File: src/dtd_pkg.sv
// Shared codes, result kinds and controller/datapath interface structs for the task dispatcher.
package dtd_pkg;

	// Widths of the fixed stream fields
	localparam int IDX_W = 6;
	localparam int REQ_W = 2;
	localparam int STATUS_W = 3;

	// Request codes
	localparam logic [REQ_W-1:0] REQ_CLEAR   = 2'd0;
	localparam logic [REQ_W-1:0] REQ_ADD     = 2'd1;
	localparam logic [REQ_W-1:0] REQ_DEP     = 2'd2;
	localparam logic [REQ_W-1:0] REQ_EXECUTE = 2'd3;

	// Status codes
	localparam logic [STATUS_W-1:0] ST_OK        = 3'd0;
	localparam logic [STATUS_W-1:0] ST_FULL      = 3'd1;
	localparam logic [STATUS_W-1:0] ST_UNKNOWN   = 3'd2;
	localparam logic [STATUS_W-1:0] ST_LIST_FULL = 3'd3;
	localparam logic [STATUS_W-1:0] ST_NOTHING   = 3'd4;

	// Which result word the datapath loads into the output register
	typedef enum logic [2:0] {
		RES_OK,
		RES_FULL,
		RES_UNKNOWN,
		RES_LIST_FULL,
		RES_TASK,
		RES_NOTHING,
		RES_PEND_MID,
		RES_PEND_LAST
	} res_kind_t;

	// Commands from the controller to the datapath
	typedef struct packed {
		logic      latch;
		logic      clear;
		logic      add_task;
		logic      rd_cnt_dep;
		logic      add_dep;
		logic      scan_init;
		logic      rd_cnt_scan;
		logic      rd_pre_first;
		logic      rd_pre_next;
		logic      dispatch;
		logic      advance;
		logic      emit;
		res_kind_t kind;
	} dtd_cmd_t;

	// Status from the datapath to the controller
	typedef struct packed {
		logic table_full;
		logic dep_unknown;
		logic list_full;
		logic tasks_zero;
		logic cur_done;
		logic cnt_zero;
		logic pre_done;
		logic pre_last;
		logic scan_last;
		logic progress;
		logic pend_valid;
		logic out_free;
	} dtd_stat_t;

endpackage

File: src/dtd_ram.sv
// Generic single-write, single-read RAM with registered read data.
module dtd_ram #(
	parameter int WIDTH = 8,
	parameter int DEPTH = 64
) (
	input  logic                     clk,
	input  logic                     wr_en,
	input  logic [$clog2(DEPTH)-1:0] wr_addr,
	input  logic [WIDTH-1:0]         wr_data,
	input  logic                     rd_en,
	input  logic [$clog2(DEPTH)-1:0] rd_addr,
	output logic [WIDTH-1:0]         rd_data
);

	logic [WIDTH-1:0] mem_q [DEPTH];

	// Write port
	always_ff @(posedge clk) begin
		if (wr_en) begin
			mem_q[wr_addr] <= wr_data;
		end
	end

	// Registered read port, holds its data between reads
	always_ff @(posedge clk) begin
		if (rd_en) begin
			rd_data <= mem_q[rd_addr];
		end
	end

endmodule

File: src/dtd_datapath.sv
// Datapath: task count, done flags, prerequisite memories, scan counters and output register.
module dtd_datapath import dtd_pkg::*; #(
	parameter int TASK_SLOTS = 64,
	parameter int PREREQ_SLOTS = 8
) (
	input  logic                clk,
	input  logic                arst_n,
	input  dtd_cmd_t            cmd,
	output dtd_stat_t           stat,
	input  logic [IDX_W-1:0]    in_task_index,
	input  logic [IDX_W-1:0]    in_prereq_index,
	input  logic                out_ready,
	output logic                out_valid,
	output logic [IDX_W-1:0]    out_task,
	output logic [STATUS_W-1:0] out_status,
	output logic                out_dispatched,
	output logic                out_last
);

	localparam int IW   = $clog2(TASK_SLOTS);
	localparam int TW   = $clog2(TASK_SLOTS + 1);
	localparam int CNTW = $clog2(PREREQ_SLOTS + 1);
	localparam int LAW  = $clog2(TASK_SLOTS * PREREQ_SLOTS);
	localparam int CW   = (TW > IDX_W) ? TW : IDX_W;

	logic [TW-1:0]          tasks_q;
	logic [TASK_SLOTS-1:0]  done_q;
	logic [IDX_W-1:0]       req_ti_q;
	logic [IDX_W-1:0]       req_pi_q;
	logic [IW-1:0]          scan_i_q;
	logic [CNTW-1:0]        pre_j_q;
	logic                   progress_q;
	logic                   pend_valid_q;
	logic [IW-1:0]          pend_task_q;
	logic                   out_valid_q;
	logic [IDX_W-1:0]       out_task_q;
	logic [STATUS_W-1:0]    out_status_q;
	logic                   out_disp_q;
	logic                   out_last_q;

	logic [IW-1:0]          ti_idx;
	logic [IW-1:0]          new_idx;
	logic [CNTW-1:0]        cnt_rd;
	logic [IW-1:0]          pre_rd;
	logic                   cnt_we;
	logic [IW-1:0]          cnt_waddr;
	logic [CNTW-1:0]        cnt_wdata;
	logic                   cnt_re;
	logic [IW-1:0]          cnt_raddr;
	logic [LAW-1:0]         pre_waddr;
	logic                   pre_re;
	logic [CNTW-1:0]        pre_j_nxt;
	logic [LAW-1:0]         pre_raddr;
	logic                   out_free;

	assign ti_idx  = IW'(req_ti_q);
	assign new_idx = IW'(tasks_q);

	// Latch the fields of an accepted word
	always_ff @(posedge clk) begin
		if (cmd.latch) begin
			req_ti_q <= in_task_index;
			req_pi_q <= in_prereq_index;
		end
	end

	// Task count
	always_ff @(posedge clk or negedge arst_n) begin
		if (!arst_n) begin
			tasks_q <= '0;
		end else if (cmd.clear) begin
			tasks_q <= '0;
		end else if (cmd.add_task) begin
			tasks_q <= tasks_q + TW'(1);
		end
	end

	// Done flags: clear all, drop on a new task, set on dispatch
	always_ff @(posedge clk or negedge arst_n) begin
		if (!arst_n) begin
			done_q <= '0;
		end else if (cmd.clear) begin
			done_q <= '0;
		end else begin
			if (cmd.add_task) begin
				done_q[new_idx] <= 1'b0;
			end
			if (cmd.dispatch) begin
				done_q[scan_i_q] <= 1'b1;
			end
		end
	end

	// Prerequisite count memory: zero on add task, bump on add dependency
	assign cnt_we    = cmd.add_task | cmd.add_dep;
	assign cnt_waddr = cmd.add_task ? new_idx : ti_idx;
	assign cnt_wdata = cmd.add_task ? '0 : cnt_rd + CNTW'(1);
	assign cnt_re    = cmd.rd_cnt_dep | cmd.rd_cnt_scan;
	assign cnt_raddr = cmd.rd_cnt_dep ? ti_idx : scan_i_q;

	dtd_ram #(
		.WIDTH (CNTW),
		.DEPTH (TASK_SLOTS)
	) u_cnt_ram (
		.clk     (clk),
		.wr_en   (cnt_we),
		.wr_addr (cnt_waddr),
		.wr_data (cnt_wdata),
		.rd_en   (cnt_re),
		.rd_addr (cnt_raddr),
		.rd_data (cnt_rd)
	);

	// Prerequisite list memory, one row of PREREQ_SLOTS entries per task
	assign pre_waddr = LAW'(ti_idx) * LAW'(PREREQ_SLOTS) + LAW'(cnt_rd);
	assign pre_re    = cmd.rd_pre_first | cmd.rd_pre_next;
	assign pre_j_nxt = cmd.rd_pre_first ? '0 : pre_j_q + CNTW'(1);
	assign pre_raddr = LAW'(scan_i_q) * LAW'(PREREQ_SLOTS) + LAW'(pre_j_nxt);

	dtd_ram #(
		.WIDTH (IW),
		.DEPTH (TASK_SLOTS * PREREQ_SLOTS)
	) u_pre_ram (
		.clk     (clk),
		.wr_en   (cmd.add_dep),
		.wr_addr (pre_waddr),
		.wr_data (IW'(req_pi_q)),
		.rd_en   (pre_re),
		.rd_addr (pre_raddr),
		.rd_data (pre_rd)
	);

	// Scan position, prerequisite position, pass progress and pending dispatch
	always_ff @(posedge clk or negedge arst_n) begin
		if (!arst_n) begin
			scan_i_q     <= '0;
			pre_j_q      <= '0;
			progress_q   <= 1'b0;
			pend_valid_q <= 1'b0;
		end else begin
			if (pre_re) begin
				pre_j_q <= pre_j_nxt;
			end
			if (cmd.scan_init) begin
				scan_i_q     <= '0;
				progress_q   <= 1'b0;
				pend_valid_q <= 1'b0;
			end else begin
				if (cmd.advance && stat.scan_last) begin
					progress_q <= 1'b0;
				end else if (cmd.dispatch) begin
					progress_q <= 1'b1;
				end
				if (cmd.advance) begin
					scan_i_q <= stat.scan_last ? '0 : scan_i_q + IW'(1);
				end
				if (cmd.dispatch) begin
					pend_valid_q <= 1'b1;
				end
			end
		end
	end

	always_ff @(posedge clk) begin
		if (cmd.dispatch) begin
			pend_task_q <= scan_i_q;
		end
	end

	// Output register
	assign out_free = !out_valid_q || out_ready;

	always_ff @(posedge clk or negedge arst_n) begin
		if (!arst_n) begin
			out_valid_q <= 1'b0;
		end else if (cmd.emit) begin
			out_valid_q <= 1'b1;
		end else if (out_ready) begin
			out_valid_q <= 1'b0;
		end
	end

	always_ff @(posedge clk) begin
		if (cmd.emit) begin
			out_task_q   <= '0;
			out_status_q <= ST_OK;
			out_disp_q   <= 1'b0;
			out_last_q   <= 1'b1;
			unique case (cmd.kind)
				RES_OK: begin
				end
				RES_FULL: begin
					out_status_q <= ST_FULL;
				end
				RES_UNKNOWN: begin
					out_status_q <= ST_UNKNOWN;
				end
				RES_LIST_FULL: begin
					out_status_q <= ST_LIST_FULL;
				end
				RES_TASK: begin
					out_task_q <= IDX_W'(tasks_q);
				end
				RES_NOTHING: begin
					out_status_q <= ST_NOTHING;
				end
				RES_PEND_MID: begin
					out_task_q <= IDX_W'(pend_task_q);
					out_disp_q <= 1'b1;
					out_last_q <= 1'b0;
				end
				RES_PEND_LAST: begin
					out_task_q <= IDX_W'(pend_task_q);
					out_disp_q <= 1'b1;
				end
				default: begin
				end
			endcase
		end
	end

	assign out_valid      = out_valid_q;
	assign out_task       = out_task_q;
	assign out_status     = out_status_q;
	assign out_dispatched = out_disp_q;
	assign out_last       = out_last_q;

	// Status towards the controller
	always_comb begin
		stat.table_full  = (tasks_q == TW'(TASK_SLOTS));
		stat.dep_unknown = (CW'(req_ti_q) >= CW'(tasks_q)) || (CW'(req_pi_q) >= CW'(tasks_q));
		stat.list_full   = (cnt_rd == CNTW'(PREREQ_SLOTS));
		stat.tasks_zero  = (tasks_q == '0);
		stat.cur_done    = done_q[scan_i_q];
		stat.cnt_zero    = (cnt_rd == '0);
		stat.pre_done    = done_q[pre_rd];
		stat.pre_last    = ((pre_j_q + CNTW'(1)) == cnt_rd);
		stat.scan_last   = ((TW'(scan_i_q) + TW'(1)) == tasks_q);
		stat.progress    = progress_q;
		stat.pend_valid  = pend_valid_q;
		stat.out_free    = out_free;
	end

endmodule

File: src/dtd_ctrl.sv
// Controller state machine: request decode, table updates and the execute scan sequence.
module dtd_ctrl import dtd_pkg::*; (
	input  logic             clk,
	input  logic             arst_n,
	input  logic             in_valid,
	input  logic [REQ_W-1:0] in_req,
	output logic             in_ready,
	input  dtd_stat_t        stat,
	output dtd_cmd_t         cmd
);

	localparam logic [3:0] S_IDLE  = 4'd0;
	localparam logic [3:0] S_CLR   = 4'd1;
	localparam logic [3:0] S_ADD   = 4'd2;
	localparam logic [3:0] S_DEPR  = 4'd3;
	localparam logic [3:0] S_DEPW  = 4'd4;
	localparam logic [3:0] S_XINIT = 4'd5;
	localparam logic [3:0] S_XTASK = 4'd6;
	localparam logic [3:0] S_XCNT  = 4'd7;
	localparam logic [3:0] S_XPRE  = 4'd8;
	localparam logic [3:0] S_XDISP = 4'd9;
	localparam logic [3:0] S_XEND  = 4'd10;

	logic [3:0] state_q;
	logic [3:0] state_d;
	logic       end_scan;

	assign in_ready = (state_q == S_IDLE);
	// Leaving the last task of a pass that dispatched nothing ends the scan
	assign end_scan = stat.scan_last && !stat.progress;

	always_ff @(posedge clk or negedge arst_n) begin
		if (!arst_n) begin
			state_q <= S_IDLE;
		end else begin
			state_q <= state_d;
		end
	end

	// Next state and commands
	always_comb begin
		state_d = state_q;
		cmd     = '0;
		cmd.kind = RES_OK;
		unique case (state_q)
			S_IDLE: begin
				if (in_valid) begin
					cmd.latch = 1'b1;
					unique case (in_req)
						REQ_CLEAR:   state_d = S_CLR;
						REQ_ADD:     state_d = S_ADD;
						REQ_DEP:     state_d = S_DEPR;
						REQ_EXECUTE: state_d = S_XINIT;
						default:     state_d = S_IDLE;
					endcase
				end
			end
			S_CLR: begin
				if (stat.out_free) begin
					cmd.clear = 1'b1;
					cmd.emit  = 1'b1;
					cmd.kind  = RES_OK;
					state_d   = S_IDLE;
				end
			end
			S_ADD: begin
				if (stat.out_free) begin
					cmd.emit = 1'b1;
					if (stat.table_full) begin
						cmd.kind = RES_FULL;
					end else begin
						cmd.add_task = 1'b1;
						cmd.kind     = RES_TASK;
					end
					state_d = S_IDLE;
				end
			end
			S_DEPR: begin
				cmd.rd_cnt_dep = 1'b1;
				state_d        = S_DEPW;
			end
			S_DEPW: begin
				if (stat.out_free) begin
					cmd.emit = 1'b1;
					priority if (stat.dep_unknown) begin
						cmd.kind = RES_UNKNOWN;
					end else if (stat.list_full) begin
						cmd.kind = RES_LIST_FULL;
					end else begin
						cmd.add_dep = 1'b1;
						cmd.kind    = RES_OK;
					end
					state_d = S_IDLE;
				end
			end
			S_XINIT: begin
				cmd.scan_init = 1'b1;
				state_d       = stat.tasks_zero ? S_XEND : S_XTASK;
			end
			S_XTASK: begin
				// Skip a finished task, else fetch its prerequisite count
				if (stat.cur_done) begin
					cmd.advance = 1'b1;
					state_d     = end_scan ? S_XEND : S_XTASK;
				end else begin
					cmd.rd_cnt_scan = 1'b1;
					state_d         = S_XCNT;
				end
			end
			S_XCNT: begin
				if (stat.cnt_zero) begin
					state_d = S_XDISP;
				end else begin
					cmd.rd_pre_first = 1'b1;
					state_d          = S_XPRE;
				end
			end
			S_XPRE: begin
				// Check one prerequisite per cycle
				priority if (!stat.pre_done) begin
					cmd.advance = 1'b1;
					state_d     = end_scan ? S_XEND : S_XTASK;
				end else if (stat.pre_last) begin
					state_d = S_XDISP;
				end else begin
					cmd.rd_pre_next = 1'b1;
				end
			end
			S_XDISP: begin
				// Hand the previous dispatch to the output, hold this one back
				if (!stat.pend_valid || stat.out_free) begin
					cmd.dispatch = 1'b1;
					cmd.advance  = 1'b1;
					cmd.emit     = stat.pend_valid;
					cmd.kind     = RES_PEND_MID;
					state_d      = S_XTASK;
				end
			end
			S_XEND: begin
				if (stat.out_free) begin
					cmd.emit = 1'b1;
					cmd.kind = stat.pend_valid ? RES_PEND_LAST : RES_NOTHING;
					state_d  = S_IDLE;
				end
			end
			default: begin
				state_d = S_IDLE;
			end
		endcase
	end

endmodule

File: src/dependency_task_dispatcher.sv
// Top level of the dependency task dispatcher: controller, datapath and stream ports.
//
//  channel   | direction | tdata                               | tuser / tlast
//  ----------+-----------+-------------------------------------+---------------------------------
//  s_axis    | in        | [5:0] task_index, [11:6] prereq_idx | tuser [1:0] req_type
//  m_axis    | out       | [5:0] result_task                   | tuser [2:0] status, [3] dispatched;
//            |           |                                     | tlast marks the final result
//
// Clear and add task are answered straight after the word is taken; add dependency first reads the count memory.
// Execute: an init step starts the scan, then each pass skips done tasks, reads the prerequisite
// count of any other task and checks its list (one list read a cycle) until it is blocked or
// dispatched; passes repeat until one dispatches nothing, then a last step emits the final result.
// Reset is asynchronous and clears the task count, the done flags and all control state.
// A stalled output holds the result in the output register; the scan waits on it.
module dependency_task_dispatcher import dtd_pkg::*; #(
	parameter int TASK_SLOTS = 64,
	parameter int PREREQ_SLOTS = 8
) (
	input  logic        clk,
	input  logic        arst_n,
	input  logic        s_tvalid,
	output logic        s_tready,
	input  logic [15:0] s_tdata,   // [5:0] task_index, [11:6] prereq_index, [15:12] zero
	input  logic [1:0]  s_tuser,   // [1:0] req_type
	output logic        m_tvalid,
	input  logic        m_tready,
	output logic [7:0]  m_tdata,   // [5:0] result_task, [7:6] zero
	output logic [3:0]  m_tuser,   // [2:0] status, [3] dispatched
	output logic        m_tlast
);

	dtd_cmd_t            cmd;
	dtd_stat_t           stat;
	logic [IDX_W-1:0]    res_task;
	logic [STATUS_W-1:0] res_status;
	logic                res_disp;

	dtd_ctrl u_ctrl (
		.clk      (clk),
		.arst_n   (arst_n),
		.in_valid (s_tvalid),
		.in_req   (s_tuser),
		.in_ready (s_tready),
		.stat     (stat),
		.cmd      (cmd)
	);

	dtd_datapath #(
		.TASK_SLOTS   (TASK_SLOTS),
		.PREREQ_SLOTS (PREREQ_SLOTS)
	) u_datapath (
		.clk             (clk),
		.arst_n          (arst_n),
		.cmd             (cmd),
		.stat            (stat),
		.in_task_index   (s_tdata[5:0]),
		.in_prereq_index (s_tdata[11:6]),
		.out_ready       (m_tready),
		.out_valid       (m_tvalid),
		.out_task        (res_task),
		.out_status      (res_status),
		.out_dispatched  (res_disp),
		.out_last        (m_tlast)
	);

	// Pack the result word
	assign m_tdata = {2'b00, res_task};
	assign m_tuser = {res_disp, res_status};

endmodule

File: config.mk
export PLATFORM = sky130hd
export DESIGN_NAME = dependency_task_dispatcher
export DESIGN_NICKNAME = d
export VERILOG_FILES = /design/src/dtd_pkg.sv /design/src/dtd_ram.sv /design/src/dtd_datapath.sv /design/src/dtd_ctrl.sv /design/src/dependency_task_dispatcher.sv
export SDC_FILE = /design/constraint.sdc
export NUM_CORES = 2
export LEC_CHECK = 0
export BUFFER_PORTS_ARGS = -buffer_cell sky130_fd_sc_hd__buf_2
export CAP_MARGIN = 20
export CORE_ASPECT_RATIO = 0.75
export CORE_UTILIZATION = 35
export CTS_BUF_LIST = sky130_fd_sc_hd__clkbuf_4
export DETAILED_ROUTE_END_ITERATION = 10
export PLACE_DENSITY = 0.57
export SLEW_MARGIN = 20
export SYNTH_ARGS = -nofsm -noshare
export SYNTH_HDL_FRONTEND = slang
export SYNTH_SLANG_ARGS = --single-unit
File: constraint.sdc
create_clock -name clk -period 16.9 [get_ports clk]
set_input_delay 0.845 -clock clk [delete_from_list [all_inputs] [get_ports clk]]
set_output_delay 0.845 -clock clk [all_outputs]
set_load 0.05 [all_outputs]
==> key figures <==
GRT
  • GR Overflow Total: 0
  • First-pass GRT wire length: 678,000 um
  • Vias in the first global route: 88,700
  • GR Util All Layers: 0.234
  • Initial antenna violation count: 61
  • Largest net degree at the start of global routing: 194

Placed design
  • DP HPWL: 293,000 um
  • Buffers added on ports: 30
  • Placer Congestion: 0.908
  • Post-Place Worst Slack: 9.04 ns

Finish
  • Fillcell total: 36,900
  • Fraction of final layout cells sized beyond drive strength 1: 0.192
  • Sequential Area: 0.103 mm2
  • Core Util, Final: 0.394
  • Area growth from synthesis to layout: 11.9%
  • Final nets: 9,759
  • Most frequent cells in the layout: edfxtp_1 (3,367), clkbuf_4 (1,134), nand2_1 (963)
  • Commonest non-fill, non-tap cell in the layout: edfxtp_1
  • Multi-input gate area: 0.0344 mm2

STA
  • Fin. Hold Viols: 0
  • Worst Skew: 0.249 ns
  • Crit share post-route: 0.479
  • Tmin final: 8.10 ns
  • Fin. max-slew vios: 0
  • Peak Freq: 123 MHz
  • Worst-Margin Slew: 1.36 ns
  • Endpoints failing setup: 0
  • Setup ws final: 8.80 ns
  • Setup TNS: 0 ns
  • RSZ-0062 raised after global routing: no
  • Slew HR: 0.0872
  • Min Hold Slack: 0.169 ns

Synthesis
  • Number of library cell types mapped by synthesis: 100
  • Register area share after synthesis: 0.735
  • Synth Area in XOR/XNOR: 0.00244
  • Ys async rst share: 0.0255
  • Most area-hungry cell type in the Yosys netlist: edfxtp_1
  • Mux share of post-synthesis cell area: 0.0727
  • Synth area leaders: edfxtp_1 (72%), mux2i_1 (3.3%), nand2_1 (2.6%)
  • EDFF count, synth: 3,367
  • Synth Warn #: 0
  • Compound-gate portion of the synthesized area: 0.0996
  • Area share of fa/ha/maj cells after synthesis: 0.00231
  • Largest family of logic cells by synthesized area: compound AO/OA/AOI/OAI gates
  • Synthesized area per cell: 15.3 um2
  • Post-Synth Simple-Gate Area: 0.0635
  • Cell Area, Synth: 0.141 mm2
  • Top cell type's share of synthesized area: 0.719
  • Post-Syn Instances: 9,202
  • Number of synthesized register bits: 3,455
  • Synth Flop Type: edfxtp_1

CTS
  • Clock Tree Buf Depth: 4
  • Clock Pin Slew Worst Setup and Hold Paths: 0.07 ns
  • Clock Sinks: 3,455
  • CTS buffer count: 798
  • Worst skew pair latency: 1.54 ns
  • # Post-CTS Setup Buffers: 0
  • Root Buffer: clkbuf_4
  • H-tree Lvls: 6
  • CTS tree: done

Worst setup path
  • CP Data Arrival Time: 9.48 ns
  • R2r startpoint: u_datapath.pre_j_q[0]
  • CP Capture Type: flip-flop
  • Worst EP required: 18.28 ns
  • Register-to-Register Path Depth: 14
  • Setup crit start kind: flip-flop
  • Worst-path maximum fanout: 58
  • WS Path Type: reg2reg
  • Worst R2R End: u_datapath.u_pre_ram.rd_data[5]
  • Flop2flop setup slack: 8.80 ns

Outcome
  • Status: finished, final reports clean

Route
  • Routed Antenna Nets: 0
  • DR pass1 iterations: 7
  • Drc violations: 0
  • Post-Route WL: 489,000 um
  • Drt via density: 5.95
  • Via count: 92,800
  • DR WL/cell: 31.4 um
  • 1st-iter DRT viols: 14,900

Floorplan
  • Rows: 201
  • Die Y: 551 um
  • Die area: 0.404 mm2
  • Die Span X: 734 um
  • Core footprint: 0.400 mm2
  • Ports: 37
  • Initial core utilization: 0.352

Run
  • Max Cap Viol: 0

Hold path
  • HP Class: in2async

Pwr
  • Leak pwr: 0.0483 uW
  • PD cells: 129 mW/mm2
  • Maximum vdd drop: 0.138 mV
  • Pwr Total: 20,300 uW
==> state kept, by name, summed over array words and instances, names as in the netlist <==
register,flops
u_ctrl.state_q,4
u_datapath.done_q,64
u_datapath.out_dispatched,1
u_datapath.out_last,1
u_datapath.out_status,3
u_datapath.out_task,6
u_datapath.out_valid,1
u_datapath.pend_task_q,6
u_datapath.pend_valid_q,1
u_datapath.pre_j_q,4
u_datapath.progress_q,1
u_datapath.req_pi_q,6
u_datapath.req_ti_q,6
u_datapath.scan_i_q,6
u_datapath.tasks_q,7
u_datapath.u_cnt_ram.mem_q,256
u_datapath.u_cnt_ram.rd_data,4
u_datapath.u_pre_ram.mem_q,3072
u_datapath.u_pre_ram.rd_data,6
==> worst max path at each step <==
stage	from	slack, ns	depth (start not counted)	endpoint
floorplan	u_datapath.req_pi_q[1]	7.18	12	u_datapath.u_pre_ram.mem_q[448][0]
global placement	u_datapath.pre_j_q[0]	9.12	14	u_datapath.u_pre_ram.rd_data[5]
detailed placement	u_datapath.pre_j_q[0]	9.04	14	u_datapath.u_pre_ram.rd_data[5]
CTS	u_datapath.pre_j_q[0]	8.95	13	u_datapath.u_pre_ram.rd_data[4]
global route	u_datapath.pre_j_q[0]	8.74	13	u_datapath.u_pre_ram.rd_data[2]
finish	u_datapath.pre_j_q[0]	8.80	14	u_datapath.u_pre_ram.rd_data[5]
==> synthesized netlist by cell type (144+ instances only) <==
| master | instances |
|---|---|
| a21oi_1 | 459 |
| a31oi_1 | 144 |
| buf_2 | 289 |
| clkbuf_1 | 230 |
| edfxtp_1 | 3367 |
| mux2_2 | 173 |
| mux2i_1 | 462 |
| mux4_2 | 160 |
| nand2_1 | 971 |
| nand3_1 | 197 |
| nor2_1 | 669 |
| o211ai_1 | 160 |
| o21ai_0 | 330 |
| o221ai_1 | 259 |
| o22ai_1 | 218 |
==> final cells by class <==
type / instances / area share
clock buffers: 1134 / 0.0541
clock inverters: 225 / 0.00834
flip-flops and latches: 3455 / 0.656
diodes: 39 / 0.000620
inverters: 27 / 0.000707
multi-input cells: 5059 / 0.218
well taps: 5278 / 0.0420
repair buffers: 370 / 0.0196
==> critical path, cell delays in order, from the launching register on <==
cell and delay [ns]:
dfrtp_4 0.84, buf_4 0.75, buf_4 0.63, buf_4 0.65, buf_4 0.75, buf_4 0.83
buf_4 0.77, mux2_2 0.30, o21ai_0 0.14, a21oi_1 0.46, o22ai_1 0.18, nor4_2 0.87
a41oi_1 0.25, a21o_1 0.28, nand4_1 0.07
==> repair_timing <==
| action | in CTS | in global routing |
|---|---|---|
| hold endpoints to repair | 120 | 0 |
| gates resized for setup | 0 | 0 |
| hold buffers | 32 | 0 |
==> kinds of logic after synthesis <==
family	after synthesis
buf+inv	689
fa+ha+maj	26
compound gates	2070
simple gates	2126
flops	3455
xor+xnor	37
mux	798
other cells	1
==> metal layers <==
| metal | GRT usage | share of wire | up-vias |
|---|---|---|---|
| li1 | - | - | 37900 |
| met1 | 0.325 | 0.40 | 46900 |
| met2 | 0.324 | 0.41 | 6855 |
| met3 | 0.0961 | 0.15 | 1088 |
| met4 | 0.0914 | 0.039 | 39 |
| met5 | 0.00488 | 0.0011 | - |
==> metrics by stage <==
stage          std cells  area [um2]
6_report           15600      157000
5_1_grt            15600      157000
4_1_cts            15500      157000
3_5_place_dp       14200      147000
3_3_place_gp       14200      147000
2_1_floorplan       9203      141000
==> power breakdown <==
group / internal, uW / leakage, uW / switching [uW]
logic: 783 / 0.0110 / 2820
clock network: 3280 / 0.00583 / 3400
registers: 9940 / 0.0315 / 63.7
total: 14000 / 0.0483 / 6280
(Power assumes the default switching activity.)
